## config.mk

```make
export PLATFORM = sky130hd
export DESIGN_NAME = tac_queue
export DESIGN_NICKNAME = d
export VERILOG_FILES = /design/src/design/tac_pkg.sv /design/src/design/tac_queue.sv
export SDC_FILE = /design/constraint.sdc
export NUM_CORES = 1
export LEC_CHECK = 0
export ABC_AREA = 1
export BUFFER_PORTS_ARGS = -buffer_cell sky130_fd_sc_hd__buf_2
export CAP_MARGIN = 20
export CORE_MARGIN = 2
export CORE_UTILIZATION = 45
export CTS_CLUSTER_SIZE = 25
export DETAILED_ROUTE_END_ITERATION = 7
export PLACE_DENSITY = 0.81
export SKIP_CTS_REPAIR_TIMING = 1
export SKIP_LAST_GASP = 1
export SYNTH_ARGS = -nofsm -noshare
export SYNTH_HDL_FRONTEND = slang
export SYNTH_SLANG_ARGS = --single-unit
```

## constraint.sdc

```tcl
create_clock -name clock -period 1.35 [get_ports clock]
set_clock_uncertainty 0.1 [all_clocks]
set_input_delay 0.0675 -clock clock [delete_from_list [all_inputs] [get_ports clock]]
set_output_delay 0.0675 -clock clock [all_outputs]
set_load 0.05 [all_outputs]
```

## src/design/tac_pkg.sv

```systemverilog
package tac_pkg;

   localparam int unsigned SAMPLE_COUNT = 5;
   localparam int unsigned CHANNELS     = 2;
   localparam int unsigned ADC_BITS     = 10;

   localparam int unsigned FULL_SCALE = (1 << ADC_BITS) - 1;
   localparam int unsigned SUM_SPAN   = FULL_SCALE * SAMPLE_COUNT;
   localparam int unsigned SUM_W      = $clog2(SUM_SPAN + 1);
   localparam int unsigned CNT_W      = $clog2(SAMPLE_COUNT + 1);
   localparam int unsigned CH_IDX_W   = (CHANNELS > 1) ? $clog2(CHANNELS) : 1;

   localparam int unsigned Q_DEPTH = 2;
   localparam int unsigned Q_PTR_W = 1;

   localparam int unsigned CSR_IDX_W = 2;
   localparam logic [CSR_IDX_W-1:0] CSR_SERIES  = 2'd0;
   localparam logic [CSR_IDX_W-1:0] CSR_NOMINAL = 2'd1;
   localparam logic [CSR_IDX_W-1:0] CSR_NOM_T   = 2'd2;
   localparam logic [CSR_IDX_W-1:0] CSR_BETA    = 2'd3;

   localparam logic [29:0]        LN2_Q30      = 30'd744261118;
   localparam logic [16:0]        ZERO_C_CENTI = 17'd27315;
   localparam logic [16:0]        TC_MAX       = 17'd60082;
   localparam logic signed [15:0] TEMP_FLOOR   = -16'sd27315;
   localparam logic signed [15:0] TEMP_CEIL    = 16'sd32767;

   typedef struct packed {
      logic       probe_channel;
      logic [9:0] adc_sample;
   } req_type;

   typedef struct packed {
      logic               result_channel;
      logic signed [15:0] temperature_centi;
      logic               out_of_range;
   } rsp_type;

   typedef struct packed {
      logic [19:0]       series_resistance;
      logic [19:0]       nominal_resistance;
      logic signed [8:0] nominal_temperature;
      logic [13:0]       beta_coefficient;
   } cfg_type;

   typedef struct packed {
      logic             ch;
      logic [SUM_W-1:0] sum;
      logic             bad;
   } job_type;

endpackage

```

## src/design/tac_queue.sv

```systemverilog
module tac_queue (
   input  logic             clock,
   input  logic             reset,
   input  logic             push,
   input  tac_pkg::job_type push_job,
   input  logic             pop,
   output logic             full,
   output logic             job_valid,
   output tac_pkg::job_type pop_job
);

   tac_pkg::job_type               entries_ff [tac_pkg::Q_DEPTH];
   logic [tac_pkg::Q_PTR_W-1:0]    wr_ptr_ff;
   logic [tac_pkg::Q_PTR_W-1:0]    rd_ptr_ff;
   logic [tac_pkg::Q_PTR_W:0]      fill_ff;
   logic                           do_pop;

   assign full      = fill_ff == (tac_pkg::Q_PTR_W + 1)'(tac_pkg::Q_DEPTH);
   assign job_valid = fill_ff != '0;
   assign pop_job   = entries_ff[rd_ptr_ff];
   assign do_pop    = pop && job_valid;

   always_ff @(posedge clock) begin
      if (push) begin
         entries_ff[wr_ptr_ff] <= push_job;
      end
   end

   always_ff @(posedge clock) begin
      if (reset) begin
         wr_ptr_ff <= '0;
         rd_ptr_ff <= '0;
         fill_ff   <= '0;
      end else begin
         if (push) begin
            wr_ptr_ff <= wr_ptr_ff + tac_pkg::Q_PTR_W'(1);
         end
         if (do_pop) begin
            rd_ptr_ff <= rd_ptr_ff + tac_pkg::Q_PTR_W'(1);
         end
         if (push && !do_pop) begin
            fill_ff <= fill_ff + (tac_pkg::Q_PTR_W + 1)'(1);
         end else if (do_pop && !push) begin
            fill_ff <= fill_ff - (tac_pkg::Q_PTR_W + 1)'(1);
         end
      end
   end

endmodule

```

==> Flow_metrics.wiki, run 1 <==
{| class="wikitable"
! Metric !! Value
|-
| Result of the run || finished, violations left
|-
| Violations in the final reports || setup timing
|-
| CTS tree || done
|-
| Period minus WS final || 1.51 ns
|-
| Fraction of met1 tracks used by global routing || 0.133
|-
| Gr busiest metal || met2
|-
| Area of the mapped netlist || ~0.0014 mm2
|-
| Area used by multi-input combinational logic || roughly 350 um2
|-
| Antenna Diode Count || 0
|-
| Number of nets produced by synthesis || 102
|-
| Flip-flop and latch count after synthesis || 35
|-
| Peak VDD IR || 0.769 mV
|-
| DRT Wirelength || 2570 um
|-
| Hold Vio Cnt, Final || 0
|-
| TritonRoute pass-1 iters || 4
|-
| Net total in the final layout || 167
|-
| Setup crit end kind || output port
|-
| Layout overhead on the synthesized area || 48.5%
|-
| Global-route wire length before repair || 3240 um
|-
| Critical-path maximum fanout || 5
|-
| Vias || 871
|-
| Filler cell count || 210
|-
| Yosys warnings || 0
|-
| Synth top area cells || edfxtp_1, mux2_4, dfxtp_1
|-
| Detailed placer's ending HPWL || 1570 um
|-
| Global route overflow || 0
|-
| Worst-skew pair later-pin latency || 0.32 ns
|-
| Share of layout cells above drive strength 1 || 0.486
|-
| Nature of the critical path startpoint || flop
|-
| Setup slack of the critical path after layout || -0.156 ns
|-
| Switching power || 0.832 mW
|-
| Arrival time at the worst endpoint || 1.34 ns
|-
| Overall die area || about 0.0035 mm2
|-
| Part of the power in combinational logic || 0.321
|-
| Number of levels the H-tree was split into || 2
|-
| Number of I/O port buffers || 35
|-
| Hold WS || approximately 0.36 ns
|-
| Count of different cell masters after synthesis || 15
|-
| Clock transition at the registers of the reported paths || approximately 0.1 ns
|-
| Minimum setup slack after placement || -0.0479 ns
|-
| Required time at the worst-slack endpoint || 1.18 ns
|-
| Leakage power total || 0.855 nW
|-
| Initial cell density of the core || 0.460
|-
| Die height || 59.2 um
|-
| Root Driver || clkbuf_4
|-
| Share of total power in sequential cells || 0.482
|-
| Clock Tree Buf Depth || 2
|-
| Origin of the worst min-delay path || push_job[14]
|-
| Floorplan Core Area || 0.00298 mm2
|-
| Worst-case headroom to the max-slew limit || 0.834
|-
| Internal || 1.84 mW
|-
| Per-cell routed wire length || 14.2 um
|-
| Count of final setup violators || 15
|-
| Violation count after the first detailed-routing iteration || 21
|-
| Proportion of netlist area held by the largest area contributor || 0.658
|-
| Switching Fraction || 0.311
|-
| I/O pin cnt || 36
|-
| Sequential cell area || 0.00101 mm2
|-
| Count of nets left with antenna violations after detail routing || 0
|-
| # Max-Cap Violations || 0
|-
| Slew @ Worst Pin || ~0.25 ns
|-
| Post-synthesis cell type with the largest combined area || edfxtp_1
|-
| Clock Sink Count || 35
|-
| Period utilization || 1.12
|-
| Average cell area after synthesis || between 15 and 20 um2
|-
| Number of buffers created by CTS || 5
|-
| Share of power burned in the clock network || 0.196
|-
| Setup repair after global routing missed its margin || yes
|-
| Category of the most critical setup path || reg -> out
|-
| Path type of the worst min-delay path || in -> reg
|-
| Met2 Use GR || 0.221
|-
| Number of global-route vias before repair || roughly 780
|-
| Sequential area share after synthesis || 0.731
|-
| Start of the worst register-to-register path || fill_ff[0]
|-
| Final Slew Violations || 0
|-
| Global-route usage over all layers || 0.132
|-
| Synthesized netlist cell count || 82
|-
| Via count normalized by instance count || 4.81
|-
| Power density over the cells || 1310 mW/mm2
|-
| Initial antenna violation count || 0
|-
| Number of placement rows || 20
|-
| Global-route met3 utilization || 0.0764
|-
| Gp weighted congestion || 0.749
|-
| Core Util, Final || 0.683
|-
| Die W || 59.2 um
|-
| Maximum number of pins on one net before global-route repair || 12
|-
| Final Total Pwr || 2.67 mW
|-
| Achievable clock frequency || 664 MHz
|-
| DRC violation count after routing || 0
|}
-- synthesized netlist by cell type --
library cell,n
nand3_1,2
nor2_1,6
nor3_1,1
a21oi_1,2
mux2_4,10
buf_12,1
nand2_1,8
buf_6,1
dfxtp_1,5
edfxtp_1,30
inv_1,8
o21ai_0,1
mux2_2,5
ha_1,1
nand4_1,1
-- logic make-up after synthesis --
kind of cell | count (synthesis) | synth area share
buf+inv | 10 | 0.0447
flops | 35 | 0.731
mux | 15 | 0.151
compound gates | 3 | 0.0110
simple gates | 18 | 0.0539
fa+ha+maj | 1 | 0.00913
-- final cells by class --
type,count,area share
Sequential cell,35,0.495
Inverter,8,0.0148
Clock inverter,1,0.00246
Clock buffer,7,0.0221
Multi-Input combinational cell,37,0.173
Timing Repair Buffer,60,0.272
Tap cell,33,0.0203
-- flip-flops by register name, summed over array words and instances, names as in the netlist, named ones only --
signal	count
wr_ptr_ff	1
fill_ff	2
entries_ff	30
rd_ptr_ff	1
-- power by group through the flow --
| stage | Sequential [mW] | Combinational, mW | Clock, mW |
|---|---|---|---|
| floorplan | 1.29 | 0.529 | 0 |
| global placement | 1.30 | 0.642 | 0 |
| detailed placement | 1.30 | 0.662 | 0 |
| CTS | 1.28 | 0.664 | 0.533 |
| global route | 1.30 | 0.906 | 0.603 |
| finish | 1.29 | 0.859 | 0.525 |
-- metrics by stage --
stage	instances	area, um2	setup TNS (ns)
3_3_place_gp	154	1620	0
4_1_cts	162	1670	-3.56
5_1_grt	181	2030	-2.99
3_5_place_dp	154	1620	-0.0479
2_1_floorplan	82	1380	-0.0210
6_report	181	2030	-2.09
-- routing by layer --
| layer | up-vias | part of all wire |
|---|---|---|
| met2 | 35 | 0.52 |
| li1 | 423 | - |
| met3 | 3 | 0.062 |
| met4 | 0 | 0.0090 |
| met5 | - | 0 |
| met1 | 410 | 0.40 |
-- path summary, 6_finish.rpt --
| check | endpoint | slack, ns | depth (start not counted) |
|---|---|---|---|
| worst max-delay path | pop_job[9] | -0.16 | 3 |
| worst max register to register | fill_ff[1] | 0.07 | 9 |
| worst min register to register | wr_ptr_ff | 0.43 | 2 |
| worst min-delay path | entries_ff[1][14] | 0.36 | 2 |
-- worst max-delay path, cell delays in order (launching register included) --
cell and delay, ns:
dfxtp_4 0.40, clkbuf_16 0.16, mux2_4 0.30, buf_6 0.15
-- cell usage in the layout, fill, tap and decap left out, drive strengths merged --
| master | n |
|---|---|
| dlygate4sd3 | 18 |
| nor3 | 1 |
| dfxtp | 5 |
| nand4 | 1 |
| mux2 | 15 |
| clkbuf | 8 |
| a21oi | 2 |
| edfxtp | 30 |
| nand3 | 2 |
| o21ai | 1 |
| clkinv | 1 |
| nand2 | 8 |
| ha | 1 |
| inv | 8 |
| nor2 | 6 |
| buf | 41 |
No activity file was read; power rests on OpenSTA's default activity.
==> run 2: changes to the inputs <==
--- a/config.mk
+++ b/config.mk
@@ -12,7 +12,7 @@
 export CORE_UTILIZATION = 45
 export CTS_CLUSTER_SIZE = 25
 export DETAILED_ROUTE_END_ITERATION = 7
-export PLACE_DENSITY = 0.81
+export PLACE_DENSITY = 0.72
 export SKIP_CTS_REPAIR_TIMING = 1
 export SKIP_LAST_GASP = 1
 export SYNTH_ARGS = -nofsm -noshare
==> run 2 against run 1 <==
  * The flow still finishes with violations (setup timing)
  * Cell count grew 1.7%
  * Sequential share of layout area decreased by 0.45 points
  * Combinational power is 4.5% higher
  * Count of clock-buffer cells in the layout is the same
  * Die area did not move
  * Highest routed layer unchanged
==> Flow_metrics.wiki, run 2 (synthesis gave the netlist of run 1 again) <==
{| class="wikitable"
! Metric !! Value
|-
| Result of the run || finished, violations left
|-
| Violations in the final reports || setup timing
|-
| Hold Vio Cnt, Final || 0
|-
| Filler cell count || 205
|-
| Violation count after the first detailed-routing iteration || 21
|-
| Clock Sink Count || 35
|-
| TritonRoute pass-1 iters || 4
|-
| Flip-flop count of the largest register, all copies and words added || 30
|-
| Net total in the final layout || 170
|-
| Clock transition at the registers of the reported paths || 0.10 ns
|-
| Peak VDD IR || 0.817 mV
|-
| Setup slack of the critical path after layout || -0.130 ns
|-
| Detailed placer's ending HPWL || 1630 um
|-
| Initial antenna violation count || 0
|-
| Die height || 59.2 um
|-
| Leakage power total || 0.871 nW
|-
| Setup repair after global routing missed its margin || yes
|-
| Global-route wire length before repair || around 3400 um
|-
| Slew @ Worst Pin || 0.249 ns
|-
| Kind of cell adding the most delay to the critical path || flip-flops
|-
| Inst Count DP || 155
|-
| Root Driver || clkbuf_4
|-
| Power density over the cells || 1310 mW/mm2
|-
| Category of the most critical setup path || reg -> out
|-
| Achievable clock frequency || 676 MHz
|-
| Minimum setup slack after placement || -0.0549 ns
|-
| Nature of the critical path startpoint || flop
|-
| Final standard cell count with taps included and fillers excluded || 184
|-
| Number of I/O port buffers || 35
|-
| Final Total Pwr || 2.70 mW
|-
| Vias || 868
|-
| Via count normalized by instance count || 4.72
|-
| Worst-skew pair later-pin latency || 0.33 ns
|-
| Final Slew Violations || 0
|-
| DRT Wirelength || 2530 um
|-
| Worst-case headroom to the max-slew limit || 0.835
|-
| Most frequent cells in the layout || edfxtp_1, buf_2, dlygate4sd3_1, mux2_4, buf_6
|-
| Overall die area || about 0.0035 mm2
|-
| Number of global-route vias before repair || between 800 and 900
|-
| Global route overflow || 0
|-
| Critical-path maximum fanout || 5
|-
| Gp weighted congestion || 0.707
|-
| Arrival time at the worst endpoint || between 1 and 1.5 ns
|-
| Layout overhead on the synthesized area || 50.2%
|-
| I/O pin cnt || 36
|-
| Most common cell after layout, fill and taps aside || edfxtp_1
|-
| Biggest registers after layout || entries_ff x30, fill_ff x2
|-
| Setup crit end kind || output port
|-
| Initial cell density of the core || 0.460
|-
| Floorplan Core Area || 0.00298 mm2
|-
| CP Cell Sequence || buf_6 -> mux2_4 -> buf_8
|-
| Number of cells on the worst hold path || 2
|-
| Required time at the worst-slack endpoint || 1.18 ns
|-
| Count of nets left with antenna violations after detail routing || 0
|-
| Number of levels the H-tree was split into || 2
|-
| Crit path depth || 3
|-
| Period minus WS final || 1.48 ns
|-
| Antenna Diode Count || 0
|-
| Number of buffers created by CTS || 5
|-
| Reg with most FFs || entries_ff
|-
| DRC violation count after routing || 0
|-
| Worst r2r path cells || 9
|-
| Maximum number of pins on one net before global-route repair || 11
|-
| Global-route usage over all layers || 0.140
|-
| Per-cell routed wire length || 13.8 um
|-
| Number of buffer and inverter instances along the worst setup path || 2
|-
| Hold WS || 0.359 ns
|-
| Largest stage delay on the critical path || 0.38 ns
|-
| Path type of the worst min-delay path || in -> reg
|-
| Share of layout cells above drive strength 1 || 0.517
|-
| Die W || 59.2 um
|-
| CTS tree || done
|-
| Clock Tree Buf Depth || 2
|-
| Period utilization || 1.10
|-
| Slowest cell on crit path || dfxtp_4
|-
| Number of placement rows || 20
|-
| Count of final setup violators || 15
|-
| # Max-Cap Violations || 0
|}
[run 2: path summary, 6_finish.rpt]
check | startpoint | end | slack, ns
max | flop | pop_job[4] | -0.13
max reg2reg | fill_ff[0] | fill_ff[1] | 0.06
min reg2reg | rd_ptr_ff | rd_ptr_ff | 0.43
min | push_job[6] | entries_ff[1][6] | 0.36
[run 2: where the power goes]
group          leakage, nW  switching, mW  internal (mW)  total [mW]
Combinational        0.517          0.497          0.401       0.898
Sequential           0.325         0.0326           1.26        1.29
Clock               0.0293          0.308          0.203       0.511
[run 2: final cells by class]
type	instances	area, um2	area share
flip-flops and latches	35	1010	0.491
repair buffers	63	558	0.271
multi-input cells	37	364	0.177
clock buffers	7	45.0	0.0219
well taps	33	41.3	0.0201
inverters	8	35.0	0.0170
clock inverters	1	5.00	0.00243
[run 2: routing by layer]
layer | up-vias | global-route usage | wire (um)
li1 | 430 | - | -
met1 | 399 | 0.134 | 976
met2 | 32 | 0.243 | 1370
met3 | 7 | 0.0764 | 130
met4 | 0 | 0.0682 | 51
met5 | - | 0 | 0
[run 2: stage by stage]
stage	setup TNS (ns)	util	area, um2
after floorplan	-0.0210	-	1380
after global routing	-2.85	0.691	2060
after detailed placement	-0.0549	0.543	1620
after global placement	0	0.543	1620
after CTS	-3.44	0.560	1670
final	-1.74	0.691	2060
