`src/design/tac_pkg.sv`:
```
package tac_pkg;

   localparam int unsigned SAMPLE_COUNT = 5;
   localparam int unsigned CHANNELS     = 2;
   localparam int unsigned ADC_BITS     = 10;

   localparam int unsigned FULL_SCALE = (1 << ADC_BITS) - 1;
   localparam int unsigned SUM_SPAN   = FULL_SCALE * SAMPLE_COUNT;
   localparam int unsigned SUM_W      = $clog2(SUM_SPAN + 1);
   localparam int unsigned CNT_W      = $clog2(SAMPLE_COUNT + 1);
   localparam int unsigned CH_IDX_W   = (CHANNELS > 1) ? $clog2(CHANNELS) : 1;

   localparam int unsigned Q_DEPTH = 2;
   localparam int unsigned Q_PTR_W = 1;

   localparam int unsigned CSR_IDX_W = 2;
   localparam logic [CSR_IDX_W-1:0] CSR_SERIES  = 2'd0;
   localparam logic [CSR_IDX_W-1:0] CSR_NOMINAL = 2'd1;
   localparam logic [CSR_IDX_W-1:0] CSR_NOM_T   = 2'd2;
   localparam logic [CSR_IDX_W-1:0] CSR_BETA    = 2'd3;

   localparam logic [29:0]        LN2_Q30      = 30'd744261118;
   localparam logic [16:0]        ZERO_C_CENTI = 17'd27315;
   localparam logic [16:0]        TC_MAX       = 17'd60082;
   localparam logic signed [15:0] TEMP_FLOOR   = -16'sd27315;
   localparam logic signed [15:0] TEMP_CEIL    = 16'sd32767;

   typedef struct packed {
      logic       probe_channel;
      logic [9:0] adc_sample;
   } req_type;

   typedef struct packed {
      logic               result_channel;
      logic signed [15:0] temperature_centi;
      logic               out_of_range;
   } rsp_type;

   typedef struct packed {
      logic [19:0]       series_resistance;
      logic [19:0]       nominal_resistance;
      logic signed [8:0] nominal_temperature;
      logic [13:0]       beta_coefficient;
   } cfg_type;

   typedef struct packed {
      logic             ch;
      logic [SUM_W-1:0] sum;
      logic             bad;
   } job_type;

endpackage

```
`src/design/tac_front.sv`:
```
module tac_front (
   input  logic              clock,
   input  logic              reset,
   input  logic              req_valid,
   output logic              req_ready,
   input  tac_pkg::req_type  req_payload,
   input  logic              q_full,
   output logic              push,
   output tac_pkg::job_type  push_job
);

   logic [tac_pkg::SUM_W-1:0] sum_ff [tac_pkg::CHANNELS];
   logic [tac_pkg::CNT_W-1:0] cnt_ff [tac_pkg::CHANNELS];

   logic [tac_pkg::CH_IDX_W-1:0] ch;
   logic                         ch_ok;
   logic                         accept;
   logic [tac_pkg::SUM_W-1:0]    sample;
   logic [tac_pkg::SUM_W-1:0]    sum_new;
   logic [tac_pkg::CNT_W-1:0]    cnt_new;
   logic                         full_set;

   assign req_ready = !q_full;
   assign accept    = req_valid && req_ready;
   assign ch        = tac_pkg::CH_IDX_W'(req_payload.probe_channel);
   assign ch_ok     = 32'(req_payload.probe_channel) < tac_pkg::CHANNELS;
   assign sample    = tac_pkg::SUM_W'(req_payload.adc_sample & 10'(tac_pkg::FULL_SCALE));
   assign sum_new   = sum_ff[ch] + sample;
   assign cnt_new   = cnt_ff[ch] + tac_pkg::CNT_W'(1);
   assign full_set  = cnt_new == tac_pkg::CNT_W'(tac_pkg::SAMPLE_COUNT);

   assign push          = accept && ch_ok && full_set;
   assign push_job.ch   = req_payload.probe_channel;
   assign push_job.sum  = sum_new;
   assign push_job.bad  = (sum_new == '0) ||
                          (sum_new >= tac_pkg::SUM_W'(tac_pkg::SUM_SPAN));

   always_ff @(posedge clock) begin
      if (reset) begin
         for (int i = 0; i < tac_pkg::CHANNELS; i++) begin
            sum_ff[i] <= '0;
            cnt_ff[i] <= '0;
         end
      end else if (accept && ch_ok) begin
         if (full_set) begin
            sum_ff[ch] <= '0;
            cnt_ff[ch] <= '0;
         end else begin
            sum_ff[ch] <= sum_new;
            cnt_ff[ch] <= cnt_new;
         end
      end
   end

endmodule

```
`config.mk`:
```
export PLATFORM = sky130hd
export DESIGN_NAME = tac_front
export DESIGN_NICKNAME = d
export VERILOG_FILES = /design/src/design/tac_pkg.sv /design/src/design/tac_front.sv
export SDC_FILE = /design/constraint.sdc
export NUM_CORES = 1
export LEC_CHECK = 0
export BUFFER_PORTS_ARGS = -buffer_cell sky130_fd_sc_hd__buf_4
export CORE_ASPECT_RATIO = 0.6
export CORE_MARGIN = 1
export CORE_UTILIZATION = 42
export CTS_BUF_LIST = sky130_fd_sc_hd__clkbuf_8
export DETAILED_ROUTE_END_ITERATION = 8
export HOLD_SLACK_MARGIN = 0.08
export PLACE_DENSITY = 0.65
export SLEW_MARGIN = 5
export SYNTH_ARGS = -nofsm -noshare
export SYNTH_HDL_FRONTEND = slang
export SYNTH_SLANG_ARGS = --single-unit
```
`constraint.sdc`:
```
create_clock -name clock -period 4.2 [get_ports clock]
set_clock_uncertainty 0.2 [all_clocks]
set_input_delay 0.21 -clock clock [delete_from_list [all_inputs] [get_ports clock]]
set_output_delay 0.21 -clock clock [all_outputs]
set_load 0.05 [all_outputs]
```
==> results of run 1 <==
==> critical path: stages (launching register included) <==
cell	delay [ps]
edfxtp_1	350
mux2_2	270
ha_1	220
fa_1	420
a211oi_2	320
nor2_2	80
xnor2_1	190
or3_1	360
or4_1	400
o311a_1	330
o22ai_4	150
buf_4	220
==> layout by cell type, fill, tap and decap left out, drive strengths merged, types with 2 or more instances in the layout <==
cell and count:
nor2 40, edfxtp 32, buf 32, inv 18
ha 12, mux2 11, a21oi 9, xor2 7
o21ai 5, xnor2 5, mux2i 5, nand2 5
clkbuf 5, o21bai 3, a21o 3, nor4b 3
a211oi 2, o211a 2, or3 2, o21a 2
nor2b 2, nand3 2
==> report_power, final <==
| group | switching (mW) | internal [mW] |
|---|---|---|
| combinational | 0.253 | 0.118 |
| clock | 0.103 | 0.110 |
| sequential | 0.00417 | 0.372 |
==> through the flow <==
step                      std cells  power (mW)
after CTS                       288      0.9684
after global placement          281      0.7554
after global routing            288       1.011
after detailed placement        281      0.7547
final                           288      0.9596
after floorplan                 191      0.6507
==> area by class of cell <==
cell class	count	area share
Clock buffer	5	0.02853
Clock inverter	2	0.003631
Inverter	17	0.02645
Multi-Input combinational cell	137	0.4108
Sequential cell	32	0.3983
Tap cell	63	0.03268
Timing Repair Buffer	32	0.09959
==> sequential cells by signal (all words and copies together), names as in the netlist <==
signal  count
cnt_ff      6
sum_ff     26
==> how the worst max path moves through the flow <==
stage / to / slack, ps / cells past startpoint
2_1_floorplan: push_job[0] / 90 / 12
3_3_place_gp: push_job[0] / 440 / 12
3_5_place_dp: push_job[0] / 440 / 12
4_1_cts: push_job[0] / 180 / 11
5_1_grt: push_job[0] / 20 / 11
6_report: push_job[0] / 200 / 11
==> routing by layer <==
| layer | track usage | up-vias | routed length (µm) |
|---|---|---|---|
| met5 | 0 | - | 0 |
| met4 | 0.04688 | 0 | 29 |
| met3 | 0.04372 | 5 | 376 |
| met2 | 0.2342 | 50 | 1716 |
| met1 | 0.3080 | 696 | 2300 |
| li1 | - | 752 | - |
==> cells in the mapped netlist (all sizes together) <==
master   instances  share of area
nor2            40          0.075
edfxtp          32           0.47
inv             17          0.031
ha              12          0.074
mux2            11          0.061
a21oi            9          0.022
xor2             7          0.030
mux2i            5          0.025
nand2            5         0.0092
o21ai            5          0.012
xnor2            5          0.022
a21o             3          0.011
buf              3         0.0080
nor4b            3          0.013
o21bai           3          0.011
a211oi           2          0.012
clkbuf           2         0.0037
nand3            2         0.0049
nor2b            2         0.0062
o211a            2         0.0099
o21a             2         0.0074
or3              2         0.0062
a2111oi          1         0.0043
a311oi           1         0.0043
a31o             1         0.0043
and2             1         0.0031
and3             1         0.0031
and4             1         0.0043
and4b            1         0.0049
fa               1         0.0099
nand4            1         0.0031
nor3             1         0.0025
nor4             1         0.0031
o211ai           1         0.0037
o22ai            1         0.0062
o311a            1         0.0049
o31ai            1         0.0037
or2              1         0.0031
or4              1         0.0037
==> cell families after synthesis <==
logic type / Yosys count / synth area share
AOI/OAI and AO/OA: 33 / 0.1176
muxes: 16 / 0.08559
buffers and inverters: 22 / 0.04310
xor gates and xnor gates: 12 / 0.05172
adders and majority gates: 13 / 0.08374
DFF: 32 / 0.4729
and+or+nand+nor: 63 / 0.1453
==> metrics.txt, run 1 <==
FF-to-FF End=sum_ff[1][12]; reg2reg start=sum_ff[1][0]; io pins=32; TritonCTS clock tree=done; # H-tree levels=2; # hold bufs at CTS=0; leakage=1.075 nW; YS warnings=0; critical setup path kind=reg -> out; DRT iter0 DRCs=60; vias in the first global route=1323; measured slew at the worst slew-check pin=706.4 ps; Hold WS=299.2 ps; layout cell share with drive strength beyond 1=0.2444; Worst R2R Path Depth=8; nets=253; sequential area share after synthesis=0.4729; setup TNS=0 ps; Die H=55.88 µm; Sequential Area=960.9 µm²; number of fill cells in the layout=448; RSZ-0062 raised after global routing=no; total track usage=0.1856; grt total ovfl=0; Final Util=0.5231; Root Driver=clkbuf_8; clock buffer depth=2; Synth Instances=191; net count after synthesis=219; multi-input logic area=991.0 µm²; Syn Std Cell Area=2032 µm²; Fin. Hold Viols=0; PortBufs=31; relative slew slack=0.5277; Seq cells post-synth=32; Post-DP Area=2335 µm²; pin count of the biggest net entering global routing=18; Antenna Cells=0; crit end category=output pin; crit path launch type=flip-flop; worst vdd ir=0.2428 mV; Pwr Density=397.8 nW/µm²; Max Cap Viol=0; DP Worst Slack=436.8 ps; Avg Cell Area, Syn=10.64 µm²; core footprint=4612 µm²; DIE AREA=5129 µm²; antenna violations before repair=0; worst-skew pair later-pin latency=280 ps; drt wl/cell=15.35 µm; CTS resizes=0; Sink Count=32; Initial Util=0.4406; post-route cell area=2412 µm²; max-slew violations=0; Crit Path Max Fanout=5; Fmax=249.9 MHz; Routed Wire Length=4422 µm; routability cong.=0.7804; worst min path class=in -> reg; hold endpoint=sum_ff[1][0]; Worst Hold Depth=4; setup violators final=0; Hold Path Origin=req_payload[0]; DRC Markers=0; R2R setup slack=1250 ps; Setup crit start=sum_ff[1][0]; DRT Pass-1 Iters=4; worst setup margin=198.8 ps; Vias/cell=5.219; # rows=19; final antenna-violating net count=0; crit share post-route=0.9527; Arr. time, crit path=3590 ps; CTS Buf Count=5; Syn-to-layout area delta=18.72%; first-pass GRT wire length=6955 µm; outcome=finished clean; Post-CTS Setup Repair Bufs=0; clk slew on worst S/H paths=60 ps; post-synth cell types=42; via count=1503; DPL Wire Length=3263 µm; Die X=91.80 µm; Req. time, crit path=3790 ps; min Tclk post-route=4001 ps
(Power assumes the default switching activity.)
==> run 2, diff against run 1 <==
--- a/config.mk
+++ b/config.mk
@@ -12,7 +12,7 @@
 export CTS_BUF_LIST = sky130_fd_sc_hd__clkbuf_8
 export DETAILED_ROUTE_END_ITERATION = 8
 export HOLD_SLACK_MARGIN = 0.08
-export PLACE_DENSITY = 0.65
+export PLACE_DENSITY = 0.67
 export SLEW_MARGIN = 5
 export SYNTH_ARGS = -nofsm -noshare
 export SYNTH_HDL_FRONTEND = slang
==> constraint.sdc (replaced) <==
create_clock -name clock -period 3.3 [get_ports clock]
set_clock_uncertainty 0.2 [all_clocks]
set_input_delay 0.165 -clock clock [delete_from_list [all_inputs] [get_ports clock]]
set_output_delay 0.165 -clock clock [all_outputs]
set_load 0.05 [all_outputs]
==> metrics.txt, run 2 (synthesized netlist as in run 1, its figures left out) <==
outcome=complete, but fails checks; failing checks=negative setup slack; Pwr Density=488.6 nW/µm² (+23%); Bufs and invs on worst path=1 (unchanged); drt wl/cell=14.79 µm (-3.7%); critical setup path kind=reg -> out; DRT Pass-1 Iters=4 (unchanged); leakage=1.284 nW (+20%); crit path launch type=flip-flop; io pins=32 (unchanged); pin count of the biggest net entering global routing=17 (-1); Vias/cell=5.046 (-3.3%); Antenna Cells=0 (unchanged); crit end category=output pin; min Tclk post-route=3823 ps; R2R setup slack=200 ps (-1050 ps); sequential fraction of design power=0.347 (-0.044); DRT iter0 DRCs=53 (-12%); via count=1645 (+9.4%); crit share post-route=1.158; worst-skew pair later-pin latency=280 ps (about the same); Root Driver=clkbuf_8; worst min path class=in -> reg; Fin. Hold Viols=0 (unchanged); Gate power share=0.455 (+0.068); CTS Buf Count=5 (unchanged); Die H=55.88 µm (unchanged); max-slew violations=0 (unchanged); antenna violations before repair=0 (unchanged); measured slew at the worst slew-check pin=703.7 ps (-2.747 ps); RSZ-0062 raised after global routing=yes; nets=290 (+15%); Slowest cell on crit path=or4_4; setup violators final=2 (+2); routability cong.=0.8447 (+8.2%); # rows=19 (unchanged); switching part of the total=0.3620 (-0.01332); total track usage=0.1996 (+0.01395); worst stage delay on the critical path=490 ps (+70 ps); clk slew on worst S/H paths=60 ps (about the same); Initial Util=0.4406 (unchanged); # H-tree levels=2 (unchanged); post-route cell area=2815 µm² (+17%); Die X=91.80 µm (unchanged); relative slew slack=0.5174 (-0.01027); DPL Wire Length=3452 µm (+5.8%); Tot Pwr=1.376 mW (+43%); Clock power frac=0.198 (-0.023); Syn-to-layout area delta=38.55%; DIE AREA=5129 µm² (unchanged); final antenna-violating net count=0 (unchanged); Top Registers=sum_ff x26, cnt_ff x6; Post-DP Area=2594 µm² (+11%); vias in the first global route=1490 (+13%); PortBufs=31 (unchanged); TritonCTS clock tree=done; DRC Markers=0 (unchanged); Int Power=877.6 µW (+46%); Switching Power=498.0 µW (+38%); first-pass GRT wire length=7603 µm (+9.3%); most frequent cells in the layout=64 x buf_4, 39 x nor2_1, 32 x edfxtp_1; Largest Register=sum_ff; CP top delay family=simple AND/OR/NAND/NOR gates; Arr. time, crit path=3460 ps (-130 ps); max reg flops=26 (unchanged); core footprint=4612 µm² (unchanged); grt total ovfl=0 (unchanged); worst setup margin=-523.0 ps (-721.8 ps); cell chain of the critical path=mux2_4, ha_4, fa_2, a211oi_4, nor2_2, xnor2_2, or3_1, or4_4, o311a_4, o22ai_4, buf_6; Fmax=261.6 MHz; # hold bufs at CTS=0 (unchanged); layout cell share with drive strength beyond 1=0.4030 (+0.1586); worst vdd ir=0.3539 mV (+46%); Crit Path Max Fanout=2 (-3); Req. time, crit path=2930 ps (-860 ps); Routed Wire Length=4821 µm (+9.0%); commonest non-fill, non-tap cell in the layout=buf_4; clock buffer depth=2 (unchanged); Sink Count=32 (unchanged); Max Cap Viol=0 (unchanged)
==> run 2: routing by layer <==
layer,global-route usage,part of all wire,up-vias
met2,0.2653,0.42,50
met3,0.04098,0.059,2
li1,-,-,825
met4,0.05357,0.0035,0
met5,0,0,-
met1,0.3230,0.51,768
==> run 2: tightest hold or removal path: stages <==
cell and delay, ps:
buf_4 90, ha_4 140, inv_1 50, nor2_1 90
==> run 2: metrics by stage <==
stage / hold WS, ps / TNS [ps] / worst slack, ps / cells / util
floorplan: 297.1 / -356.0 / -356.0 / 191 / -
global placement: 416.8 / -326.9 / -326.9 / 311 / 0.5624
detailed placement: 418.7 / -347.6 / -347.6 / 311 / 0.5624
CTS: 166.3 / -519.4 / -519.4 / 322 / 0.5895
global route: 184.2 / -808.4 / -649.9 / 326 / 0.6104
finish: 175.6 / -536.4 / -523.0 / 326 / 0.6104
==> run 2: path summary, 6_finish.rpt <==
path,cells past startpoint,from,end
max,11,sum_ff[1][0],push_job[0]
min,4,req_payload[0],sum_ff[0][0]
max reg2reg,14,sum_ff[1][0],sum_ff[1][10]
min reg2reg,2,cnt_ff[1][0],cnt_ff[1][0]
==> run 2: area by class of cell <==
type	instances	area, µm²
Multi-Input combinational cell	137	1091
Fill cell	398	1797
Timing Repair Buffer	69	540.5
Clock inverter	3	11.26
Clock buffer	5	68.82
Sequential cell	32	960.9
Tap cell	63	78.83
Inverter	17	63.81
==> run 2: power by group through the flow <==
stage	Sequential [mW]	Clock, mW	Combinational (mW)
floorplan	0.485	0	0.358
CTS	0.478	0.275	0.587
detailed placement	0.486	0	0.565
global placement	0.486	0	0.566
global route	0.480	0.291	0.672
finish	0.478	0.272	0.626
==> run 2: repair_timing <==
item,in CTS,in global routing
buffers inserted,3,4
endpoints found under the setup margin,1,4
endpoints found under the hold margin,0,0
gates resized for setup,4,14
pin swaps,15,3
==> run 3, diff against run 2 <==
--- a/config.mk
+++ b/config.mk
@@ -11,6 +11,7 @@
 export CORE_UTILIZATION = 42
 export CTS_BUF_LIST = sky130_fd_sc_hd__clkbuf_8
 export DETAILED_ROUTE_END_ITERATION = 8
+export GPL_TIMING_DRIVEN = 0
 export HOLD_SLACK_MARGIN = 0.08
 export PLACE_DENSITY = 0.67
 export SLEW_MARGIN = 5
==> metrics.txt, run 3 (synthesized netlist as in run 1, its figures left out) <==
leakage=1.149 nW (-11%); crit share post-route=1.166 (+0.007118); Fin. Hold Viols=0 (unchanged); Non-Filler Instances=300 (-8.0%); Syn-to-layout area delta=29.13%; Die H=55.88 µm (unchanged); R2R setup slack=540 ps (+340 ps); DIE AREA=5129 µm² (unchanged); FF-to-FF End=sum_ff[1][10]; relative slew slack=0.5076 (-0.009864); Final Util=0.5689 (-0.04151); worst min path class=in -> reg; measured slew at the worst slew-check pin=718.1 ps (+14.38 ps); Worst R2R Path Depth=9 (-5); worst setup margin=-546.5 ps (-23.49 ps); setup violators final=1 (-1); DRC Markers=0 (unchanged); # rows=19 (unchanged); Crit Path Max Fanout=4 (+2); clk slew on worst S/H paths=70 ps (about the same); failing checks=negative setup slack; via count=1570 (-4.6%); reg2reg start=sum_ff[0][0]; first-pass GRT wire length=7051 µm (-7.3%); DPL Wire Length=3192 µm (-7.5%); Initial Util=0.4406 (unchanged); worst vdd ir=0.2780 mV (-21%); Fmax=260.0 MHz (-0.61%); pin count of the biggest net entering global routing=17 (unchanged); CP endpoint=push_job[0]; clock buffer depth=2 (unchanged); commonest non-fill, non-tap cell in the layout=nor2_1; DRT iter0 DRCs=64 (+21%); TritonCTS clock tree=done; Sequential Area=960.9 µm² (unchanged); DP Worst Slack=-635.2 ps (-287.5 ps); Req. time, crit path=2930 ps (about the same); antenna violations before repair=0 (unchanged); critical setup path kind=reg -> out; vias in the first global route=1412 (-5.2%); number of fill cells in the layout=423 (+6.3%); drt wl/cell=15.55 µm (+5.2%); crit end category=output pin; outcome=complete, but fails checks; Antenna Cells=0 (unchanged); Pwr Density=502.2 nW/µm² (+2.8%); max-slew violations=0 (unchanged); Sink Count=32 (unchanged); max reg flops=26 (unchanged); routability cong.=0.8708 (+3.1%); Inst Count DP=284 (-8.7%); crit path launch type=flip-flop; Largest Register=sum_ff; Post-DP Area=2395 µm² (-7.7%); Vias/cell=5.233 (+3.7%); total track usage=0.1878 (-0.01180); post-route cell area=2624 µm² (-6.8%); most frequent cells in the layout=38 x nor2_1, 36 x buf_4, 32 x edfxtp_1; nets=264 (-9.0%); Root Driver=clkbuf_8; # hold bufs at CTS=0 (unchanged); final antenna-violating net count=0 (unchanged); worst-skew pair later-pin latency=290 ps (about the same); PortBufs=30 (-3.2%); Top Registers=sum_ff x26, cnt_ff x6; Die X=91.80 µm (unchanged); Max Cap Viol=0 (unchanged); Routed Wire Length=4666 µm (-3.2%); layout cell share with drive strength beyond 1=0.3418 (-0.06127); Arr. time, crit path=3480 ps (+20 ps); multi-input logic area=1100 µm² (+0.80%); DRT Pass-1 Iters=4 (unchanged); min Tclk post-route=3847 ps (+23.49 ps); Setup crit start=sum_ff[0][0]; core footprint=4612 µm² (unchanged); io pins=32 (unchanged); grt total ovfl=0 (unchanged); # H-tree levels=2 (unchanged); RSZ-0062 raised after global routing=yes; CTS Buf Count=5 (unchanged)
==> run 3: cell types whose count changed in the layout (fill, tap and decap cells not counted), moves of 2 or more <==
cell / change
clkinv_2: +2
buf_4: -28
inv_1: -2
clkbuf_1: +2
==> run 3: layer usage <==
layer	vias to the layer above	part of all wire	global-route usage
li1	774	-	-
met3	7	0.052	0.03825
met2	48	0.40	0.2589
met5	-	0	0
met4	0	0.013	0.06696
met1	741	0.53	0.2898
==> run 3: area by class of cell <==
class | count | share of cell area
Tap cell | 63 | 0.03004
Timing Repair Buffer | 38 | 0.1130
Clock inverter | 3 | 0.005246
Buffer | 5 | 0.01574
Sequential cell | 32 | 0.3662
Multi-Input combinational cell | 137 | 0.4192
Inverter | 17 | 0.02432
Clock buffer | 5 | 0.02623
==> run 3: what timing repair did <==
| item | CTS | global route |
|---|---|---|
| pin swaps | 8 | 3 |
| buffers inserted | 3 | 5 |
| endpoints found under the setup margin | 2 | 4 |
| hold endpoints to repair | 0 | 0 |
| resized for setup | 5 | 15 |
==> run 3: worst min path at each step <==
stage	to	cells past startpoint	start
after floorplan	push_job[14]	1	req_payload[10]
after global placement	push_job[14]	2	req_payload[10]
after detailed placement	push_job[14]	2	req_payload[10]
after CTS	sum_ff[0][0]	4	req_payload[0]
after global routing	sum_ff[1][0]	4	req_payload[0]
final	sum_ff[0][0]	4	req_payload[0]
==> run 3: worst max-delay path, cell delays in order, from the launching register on <==
cell and delay (ps):
edfxtp_1 360, mux2_4 290, ha_4 170, fa_2 360, a211oi_4 290, nor2_2 80, xnor2_2 160, or3_1 360
or4_1 420, o311a_1 340, o22ai_4 180, buf_6 180
==> run 3: through the flow <==
step	setup TNS, ps	hold slack [ps]	total power, mW
finish	-546.5	160.1	1.318
global route	-716.7	205.7	1.370
CTS	-544.9	167.5	1.276
detailed placement	-635.2	385.4	0.9709
global placement	-619.1	385.2	0.9683
floorplan	-356.0	297.1	0.8429
==> run 3: power by group <==
part	total [mW]	internal [mW]	switching, mW	leakage (nW)
registers	0.478	0.472	0.00550	0.336
clock network	0.293	0.143	0.150	0.0453
logic	0.546	0.197	0.349	0.768
total	1.32	0.812	0.505	1.15
